===== src/sv/fmma_pkg.sv =====
// ----------------------------------------------------------------------------
// fmma_pkg
// Types and constants shared by the four-motor moving-average PWM block.
// ----------------------------------------------------------------------------
package fmma_pkg;

  localparam int NUM_MOTORS  = 4;
  localparam int MOTOR_IDX_W = 2;
  localparam int CMD_W       = 8;
  localparam int DUTY_W      = 8;

  // configuration port
  localparam int CFG_INDEX_W = 4;

  // clamp limit of the averaged drive, percent
  localparam logic signed [CMD_W-1:0] DRIVE_MAX = 8'sd100;
  localparam logic signed [CMD_W-1:0] DRIVE_MIN = -8'sd100;

  // duty = floor(255 * x / 200) for x = 100 + t in 0..200,
  // done as floor(x * ceil(2^20 * 51 / 40) / 2^20), exact over that range
  localparam int DUTY_OFFSET_W = 9;
  localparam logic signed [DUTY_OFFSET_W-1:0] DUTY_OFFSET = 9'sd100;
  localparam int DUTY_SHIFT  = 20;
  localparam int DUTY_MUL_W  = 21;
  localparam logic [DUTY_MUL_W-1:0] DUTY_MUL = 21'd1336935;
  localparam int DUTY_PROD_W = DUTY_MUL_W + DUTY_W;

  typedef struct packed {
    logic signed [CMD_W-1:0] cmd_motor0;
    logic signed [CMD_W-1:0] cmd_motor1;
    logic signed [CMD_W-1:0] cmd_motor2;
    logic signed [CMD_W-1:0] cmd_motor3;
  } in_t;

  typedef struct packed {
    logic signed [CMD_W-1:0] drive_motor0;
    logic signed [CMD_W-1:0] drive_motor1;
    logic signed [CMD_W-1:0] drive_motor2;
    logic signed [CMD_W-1:0] drive_motor3;
    logic [DUTY_W-1:0]       duty_motor0;
    logic [DUTY_W-1:0]       duty_motor1;
    logic [DUTY_W-1:0]       duty_motor2;
    logic [DUTY_W-1:0]       duty_motor3;
  } out_t;

endpackage


===== src/sv/fmma_window.sv =====
// ----------------------------------------------------------------------------
// fmma_window
// Command ring and running sums of the four lanes; one slot per transfer.
// ----------------------------------------------------------------------------
module fmma_window #(
  parameter int WINDOW_DEPTH = 8
) (
  input  logic                 clk,
  input  logic                 rst,
  input  logic                 load,
  input  fmma_pkg::in_t        cmd,
  output logic [fmma_pkg::NUM_MOTORS-1:0][fmma_pkg::CMD_W+$clog2(WINDOW_DEPTH)-1:0] sums
);
  import fmma_pkg::*;

  localparam int SUM_W  = CMD_W + $clog2(WINDOW_DEPTH);
  localparam int SLOT_W = (WINDOW_DEPTH > 1) ? $clog2(WINDOW_DEPTH) : 1;

  in_t                     ring [WINDOW_DEPTH];
  logic [WINDOW_DEPTH-1:0] entry_valid;
  logic [SLOT_W-1:0]       slot;
  logic [SLOT_W-1:0]       slot_next;
  logic [SLOT_W-1:0]       rd_addr;
  in_t                     rd_data;
  logic                    rd_valid;
  logic                    bypass;
  in_t                     last_cmd;
  in_t                     old;

  logic signed [CMD_W-1:0] cmd_l [NUM_MOTORS];
  logic signed [CMD_W-1:0] old_l [NUM_MOTORS];

  assign slot_next = (slot == SLOT_W'(WINDOW_DEPTH - 1)) ? '0 : slot + 1'b1;
  // prefetch the slot that the next transfer overwrites
  assign rd_addr   = load ? slot_next : slot;

  always_ff @(posedge clk) begin
    if (load) begin
      ring[slot] <= cmd;
      last_cmd   <= cmd;
    end
    rd_data <= ring[rd_addr];
  end

  always_ff @(posedge clk) begin
    if (rst) begin
      slot        <= '0;
      entry_valid <= '0;
      rd_valid    <= 1'b0;
      bypass      <= 1'b0;
    end else begin
      if (load) begin
        slot              <= slot_next;
        entry_valid[slot] <= 1'b1;
      end
      // a one-deep ring reads back the slot being written
      bypass   <= load && (rd_addr == slot);
      rd_valid <= entry_valid[rd_addr] || (load && (rd_addr == slot));
    end
  end

  always_comb begin
    if (!rd_valid) begin
      old = '0;
    end else if (bypass) begin
      old = last_cmd;
    end else begin
      old = rd_data;
    end
  end

  assign cmd_l[0] = cmd.cmd_motor0;
  assign cmd_l[1] = cmd.cmd_motor1;
  assign cmd_l[2] = cmd.cmd_motor2;
  assign cmd_l[3] = cmd.cmd_motor3;
  assign old_l[0] = old.cmd_motor0;
  assign old_l[1] = old.cmd_motor1;
  assign old_l[2] = old.cmd_motor2;
  assign old_l[3] = old.cmd_motor3;

  always_ff @(posedge clk) begin
    if (rst) begin
      sums <= '0;
    end else if (load) begin
      for (int m = 0; m < NUM_MOTORS; m++) begin
        sums[m] <= sums[m] + SUM_W'($signed(cmd_l[m])) - SUM_W'($signed(old_l[m]));
      end
    end
  end

endmodule


===== src/sv/fmma_avg.sv =====
// ----------------------------------------------------------------------------
// fmma_avg
// Window sum divided by the depth, truncated toward zero.
// ----------------------------------------------------------------------------
module fmma_avg #(
  parameter int WINDOW_DEPTH = 8
) (
  input  logic [fmma_pkg::CMD_W+$clog2(WINDOW_DEPTH)-1:0] sum,
  output logic signed [fmma_pkg::CMD_W-1:0]               avg
);
  import fmma_pkg::*;

  localparam int L       = $clog2(WINDOW_DEPTH);
  localparam int SUM_W   = CMD_W + L;
  localparam int SHIFT   = SUM_W + L;
  localparam int RECIP_W = SUM_W + 1;
  localparam int PROD_W  = SUM_W + RECIP_W;
  // ceil(2^SHIFT / depth) gives an exact floor for every magnitude below 2^SUM_W
  localparam longint unsigned RECIP_FULL =
    ((64'd1 << SHIFT) + 64'(WINDOW_DEPTH) - 64'd1) / 64'(WINDOW_DEPTH);
  localparam logic [RECIP_W-1:0] RECIP = RECIP_W'(RECIP_FULL);

  logic              neg;
  logic [SUM_W-1:0]  mag;
  logic [PROD_W-1:0] prod;
  logic [CMD_W-1:0]  quot;
  logic [CMD_W:0]    signed_quot;

  assign neg  = sum[SUM_W-1];
  assign mag  = neg ? SUM_W'(-sum) : sum;
  assign prod = PROD_W'(mag) * PROD_W'(RECIP);
  // quotient magnitude never exceeds 128
  assign quot = prod[SHIFT +: CMD_W];
  assign signed_quot = neg ? -{1'b0, quot} : {1'b0, quot};
  assign avg  = signed_quot[CMD_W-1:0];

endmodule


===== src/sv/fmma_drive.sv =====
// ----------------------------------------------------------------------------
// fmma_drive
// Clamp of the average, direction invert and PWM duty scaling of one lane.
// ----------------------------------------------------------------------------
module fmma_drive (
  input  logic signed [fmma_pkg::CMD_W-1:0] avg,
  input  logic                              invert,
  output logic signed [fmma_pkg::CMD_W-1:0] drive,
  output logic [fmma_pkg::DUTY_W-1:0]       duty
);
  import fmma_pkg::*;

  logic signed [CMD_W-1:0]         t;
  logic signed [DUTY_OFFSET_W-1:0] level;
  logic [DUTY_PROD_W-1:0]          prod;

  always_comb begin
    if (avg > DRIVE_MAX) begin
      drive = DRIVE_MAX;
    end else if (avg < DRIVE_MIN) begin
      drive = DRIVE_MIN;
    end else begin
      drive = avg;
    end
  end

  assign t     = invert ? -drive : drive;
  // level runs 0..200
  assign level = DUTY_OFFSET + DUTY_OFFSET_W'(t);
  assign prod  = DUTY_PROD_W'(level[DUTY_W-1:0]) * DUTY_PROD_W'(DUTY_MUL);
  assign duty  = prod[DUTY_SHIFT +: DUTY_W];

endmodule


===== src/sv/four_motor_moving_average_pwm_top.sv =====
// ----------------------------------------------------------------------------
// four_motor_moving_average_pwm_top
// Moving average over a ring of motor commands, clamp and PWM duty per motor.
// ----------------------------------------------------------------------------
//   channel | signals                              | direction
//   in      | in_valid, in_ready, in_data          | commands in
//   out     | out_valid, out_ready, out_data       | drive and duty out
//   cfg     | cfg_valid, cfg_ready, cfg_index/data | invert bits in, always ready
//
// one transfer per cycle unless the output stalls; out_valid follows the input
// transfer through the window update, divide and clamp/duty scaling registers
// the ring slot read is prefetched ahead of its use, beside the slot write
// reset clears the sums, the slot pointer and the per-slot valid bits at once
// a stalled output holds the pipe; input stays ready while any stage can move
// ----------------------------------------------------------------------------
module four_motor_moving_average_pwm_top #(
  parameter int WINDOW_DEPTH = 8
) (
  input  logic                             clk,
  input  logic                             rst,
  input  logic                             in_valid,
  output logic                             in_ready,
  input  fmma_pkg::in_t                    in_data,
  output logic                             out_valid,
  input  logic                             out_ready,
  output fmma_pkg::out_t                   out_data,
  input  logic                             cfg_valid,
  output logic                             cfg_ready,
  input  logic [fmma_pkg::CFG_INDEX_W-1:0] cfg_index,
  input  logic                             cfg_data
);
  import fmma_pkg::*;

  localparam int SUM_W = CMD_W + $clog2(WINDOW_DEPTH);

  logic                                  in_xfer;
  logic                                  sum_valid;
  logic                                  avg_valid;
  logic                                  avg_load;
  logic                                  out_load;
  logic [NUM_MOTORS-1:0]                 invert;
  logic [NUM_MOTORS-1:0][SUM_W-1:0]      sums;
  logic signed [CMD_W-1:0]               avg_next [NUM_MOTORS];
  logic signed [CMD_W-1:0]               avg_q    [NUM_MOTORS];
  logic signed [CMD_W-1:0]               drive    [NUM_MOTORS];
  logic [DUTY_W-1:0]                     duty     [NUM_MOTORS];

  assign out_load = avg_valid && (!out_valid || out_ready);
  assign avg_load = sum_valid && (!avg_valid || out_load);
  assign in_ready = !sum_valid || avg_load;
  assign in_xfer  = in_valid && in_ready;
  assign cfg_ready = 1'b1;

  fmma_window #(
    .WINDOW_DEPTH(WINDOW_DEPTH)
  ) u_window (
    .clk  (clk),
    .rst  (rst),
    .load (in_xfer),
    .cmd  (in_data),
    .sums (sums)
  );

  for (genvar m = 0; m < NUM_MOTORS; m++) begin : g_lane
    fmma_avg #(
      .WINDOW_DEPTH(WINDOW_DEPTH)
    ) u_avg (
      .sum (sums[m]),
      .avg (avg_next[m])
    );

    fmma_drive u_drive (
      .avg    (avg_q[m]),
      .invert (invert[m]),
      .drive  (drive[m]),
      .duty   (duty[m])
    );
  end

  always_ff @(posedge clk) begin
    if (rst) begin
      invert    <= '0;
      sum_valid <= 1'b0;
      avg_valid <= 1'b0;
      out_valid <= 1'b0;
    end else begin
      if (cfg_valid && (cfg_index < CFG_INDEX_W'(NUM_MOTORS))) begin
        invert[cfg_index[MOTOR_IDX_W-1:0]] <= cfg_data;
      end
      if (in_xfer) begin
        sum_valid <= 1'b1;
      end else if (avg_load) begin
        sum_valid <= 1'b0;
      end
      if (avg_load) begin
        avg_valid <= 1'b1;
      end else if (out_load) begin
        avg_valid <= 1'b0;
      end
      if (out_load) begin
        out_valid <= 1'b1;
      end else if (out_ready) begin
        out_valid <= 1'b0;
      end
    end
  end

  always_ff @(posedge clk) begin
    if (avg_load) begin
      for (int m = 0; m < NUM_MOTORS; m++) begin
        avg_q[m] <= avg_next[m];
      end
    end
    if (out_load) begin
      out_data.drive_motor0 <= drive[0];
      out_data.drive_motor1 <= drive[1];
      out_data.drive_motor2 <= drive[2];
      out_data.drive_motor3 <= drive[3];
      out_data.duty_motor0  <= duty[0];
      out_data.duty_motor1  <= duty[1];
      out_data.duty_motor2  <= duty[2];
      out_data.duty_motor3  <= duty[3];
    end
  end

endmodule


===== config.mk =====
export PLATFORM = sky130hd
export DESIGN_NAME = four_motor_moving_average_pwm_top
export DESIGN_NICKNAME = d
export VERILOG_FILES = /design/src/sv/fmma_pkg.sv /design/src/sv/fmma_window.sv /design/src/sv/fmma_avg.sv /design/src/sv/fmma_drive.sv /design/src/sv/four_motor_moving_average_pwm_top.sv
export SDC_FILE = /design/constraint.sdc
export NUM_CORES = 1
export LEC_CHECK = 0
export BUFFER_PORTS_ARGS = -buffer_cell sky130_fd_sc_hd__buf_2
export CAP_MARGIN = 25
export CORE_UTILIZATION = 55
export CTS_CLUSTER_DIAMETER = 30
export DETAILED_ROUTE_END_ITERATION = 16
export GPL_TIMING_DRIVEN = 0
export PLACE_DENSITY = 0.84
export SLEW_MARGIN = 20
export SYNTH_ARGS = -nofsm -noshare
export SYNTH_HDL_FRONTEND = slang
export SYNTH_SLANG_ARGS = --single-unit

===== constraint.sdc =====
create_clock -name clk -period 7.3 [get_ports clk]
set_clock_uncertainty 0.05 [all_clocks]
set_input_delay 1.095 -clock clk [delete_from_list [all_inputs] [get_ports clk]]
set_output_delay 1.095 -clock clk [all_outputs]
set_load 0.01 [all_outputs]

==> results.py <==
metrics = {
    "drt": {
        "drt_pre_antenna_iters": 7,
        "detail-route-antenna-nets": 0,
        "vias_per_cell": 5.75,
        "vias": 20100,
        "drt-total-wl_um": 69900,
        "drtIter0Drc": 1461,
        "post_drt_wl_per_cell_um": 20.0,
        "drcViolationCount": 0,
    },
    "grt": {
        "grtUsageTotal": 0.250,
        "met3_usage": 0.0404,
        "grt_start_max_net_pins": 27,
        "met1_usage": 0.313,
        "antenna_found_initial": 0,
        "grt_pass1_vias": 20800,
        "grt_pass1_wl_um": 109000,
        "grt_busiest_layer": "met2",
        "grt-ovfl-total": 0,
        "use_met2": 0.432,
    },
    "synthesis": {
        "syn-num-nets": 2952,
        "synthTopCellsByCount": "edfxtp_1 (384), inv_1 (382), ha_1 (332)",
        "synth_flop_cell": "edfxtp_1",
        "ys_top_cells_by_area": "edfxtp_1 (39%), ha_1 (14%), fa_1 (8.9%)",
        "yosysUniqueCellTypes": 75,
        "yosysWarnings": 0,
        "ys_seq_elements": 480,
        "postSynth.asyncResetShare": 0,
        "synth_top_area_cell": "edfxtp_1",
        "synth_edf_count": 384,
        "synth_area_per_cell_um2": 12.2,
        "post-synth-top-count-cell": "edfxtp_1",
        "synth.cell_area_mm2": 0.0298,
        "seq_area_frac_synth": 0.451,
        "yosys.area.top_type_share": 0.387,
        "postSynthCellCount": 2446,
    },
    "critical_path": {
        "path_buf_inv": 7,
        "worstSetupPathType": "flop to flop",
        "cp_top_family": "adder cells",
        "crit_path_start_kind": "flop",
        "slowest_delay_ns": 0.58,
        "cp_common_cell": "inv_1",
        "critPathMaxFanout": 7,
        "worstPathRequired_ns": 7.62,
        "endpoint_kind": "flop",
        "crit_slowest_cell": "fa_2",
        "cp_data_arrival_time_ns": 7.52,
    },
    "timing": {
        "worst_slew_pin_slew_ns": 1.02,
        "fmax_ghz": 0.139,
        "min_period_ns": 7.20,
        "finalMaxSlewViolations": 0,
        "setup-tns-final_ns": 0,
        "hold_viol": 0,
        "hold_ws_ns": 0.408,
        "relSlewSlack": 0.322,
        "setup_viol": 0,
        "setup_ws_ns": 0.103,
        "period_share": 0.986,
    },
    "clock_tree": {
        "cts_buffer_depth": 3,
        "cts_tree": "yes",
        "ctsHoldBuffers": 0,
        "cts_htree_levels": 3,
        "cts_root_buf": "clkbuf_16",
        "clk_pin_slew_worst_paths_ns": 0.05,
        "cts_buffers": 94,
        "clk_latency_ns": 0.64,
        "cts.sinks": 480,
    },
    "finish": {
        "syn_to_final_growth_pct": 20.0,
        "fillCellCount": 3494,
        "design_area_mm2": 0.0358,
        "layout-drive-gt1-share": 0.207,
        "diodes": 0,
        "nNetsFinal": 3238,
    },
    "hold_path": {
        "holdCritPathClass": "flop to flop",
    },
    "floorplanning": {
        "die_width_um": 235,
        "start_util": 0.562,
        "rows": 84,
        "die_height_um": 235,
        "ios": 109,
        "die-area_mm2": 0.0551,
        "fp.coreArea_mm2": 0.0531,
    },
    "placement": {
        "placed_cell_area_mm2": 0.0316,
        "dp_hpwl_um": 49500,
        "gp_congestion": 0.924,
        "place_ws_ns": -0.907,
        "port_buffers": 107,
    },
    "job": {
        "maxCapViolations": 0,
    },
    "outcome": {
        "status": "finished, final reports clean",
    },
}
[placed cells by master (no fill, tap or decap), types with 15 or more instances in the layout]
master     count
buf_2        124
inv_6         18
o21ai_0       55
nor3_1        28
mux4_2        66
inv_1        377
buf_4         67
clkbuf_1      36
mux2_2        36
clkbuf_16     96
xnor2_1       88
nand3_1       28
nor2b_1       47
ha_1         326
nand4_1       15
mux2i_1       44
dfxtp_1       96
a21oi_1      104
nor2_1       108
xor2_1        30
nand2_1      136
a21o_1        27
edfxtp_1     384
fa_1         130
[worst min-delay path, delay by kind of cell, from the launching register on]
kind            cells  cell delay [ns]
flops               1             0.31
simple gates        1             0.05
compound gates      1             0.05
[timing repair]
item / 4_1_cts / 5_1_grt
pin swaps: 6 / 36
resized for setup: 34 / 57
setup buffers: 13 / 37
setup endpoints to repair: 23 / 20
[through the flow]
step                       util  std cells
after floorplan               -       2446
after global placement    0.588       3241
after detailed placement  0.596       3273
after CTS                 0.662       3463
after global routing      0.674       3501
final                     0.674       3501
[worst paths after layout]
kind              depth (start not counted)                 to              start  slack [ns]
setup reg to reg                         30       out_data[13]        avg_q[2][4]        0.10
setup / recovery                         30       out_data[13]        avg_q[2][4]        0.10
hold reg to reg                           2  u_window.sums[22]  u_window.sums[22]        0.41
hold / removal                            2  u_window.sums[22]  u_window.sums[22]        0.41
[layout make-up]
cell class                 instances  area [um2]  share of cell area
clock inverter                    75         790              0.0221
timing repair buffer             190        1270              0.0356
sequential                       480       13500               0.376
buffer                            54         230             0.00644
tap                              688         861              0.0241
multi-input combinational       1529       15300               0.427
inverter                         383        1440              0.0403
clock buffer                     102        2440              0.0683
[flip-flops by register name (all words and copies together), names as in the netlist]
signal and cells:
avg_valid 1, out_data 64, invert 4, out_valid 1
avg_q 32, sum_valid 1, u_window.bypass 1, u_window.ring 256
u_window.slot 3, u_window.entry_valid 8, u_window.rd_data 32, u_window.sums 44
u_window.rd_valid 1, u_window.last_cmd 32
[per-layer routing]
| layer | vias to the layer above | part of all wire |
|---|---|---|
| met5 | - | 0 |
| met4 | 0 | 0.035 |
| met3 | 192 | 0.060 |
| met2 | 750 | 0.51 |
| met1 | 9958 | 0.40 |
| li1 | 9248 | - |
[cell families after synthesis]
group	share of synthesized area
flops	0.451
fa+ha+maj	0.228
simple gates	0.0773
mux	0.0786
other cells	0.000126
compound gates	0.0659
xor+xnor	0.0428
buf+inv	0.0560
Power is not shown: default switching activity piles up to over one toggle a cycle in this logic, so the estimate is an artifact.
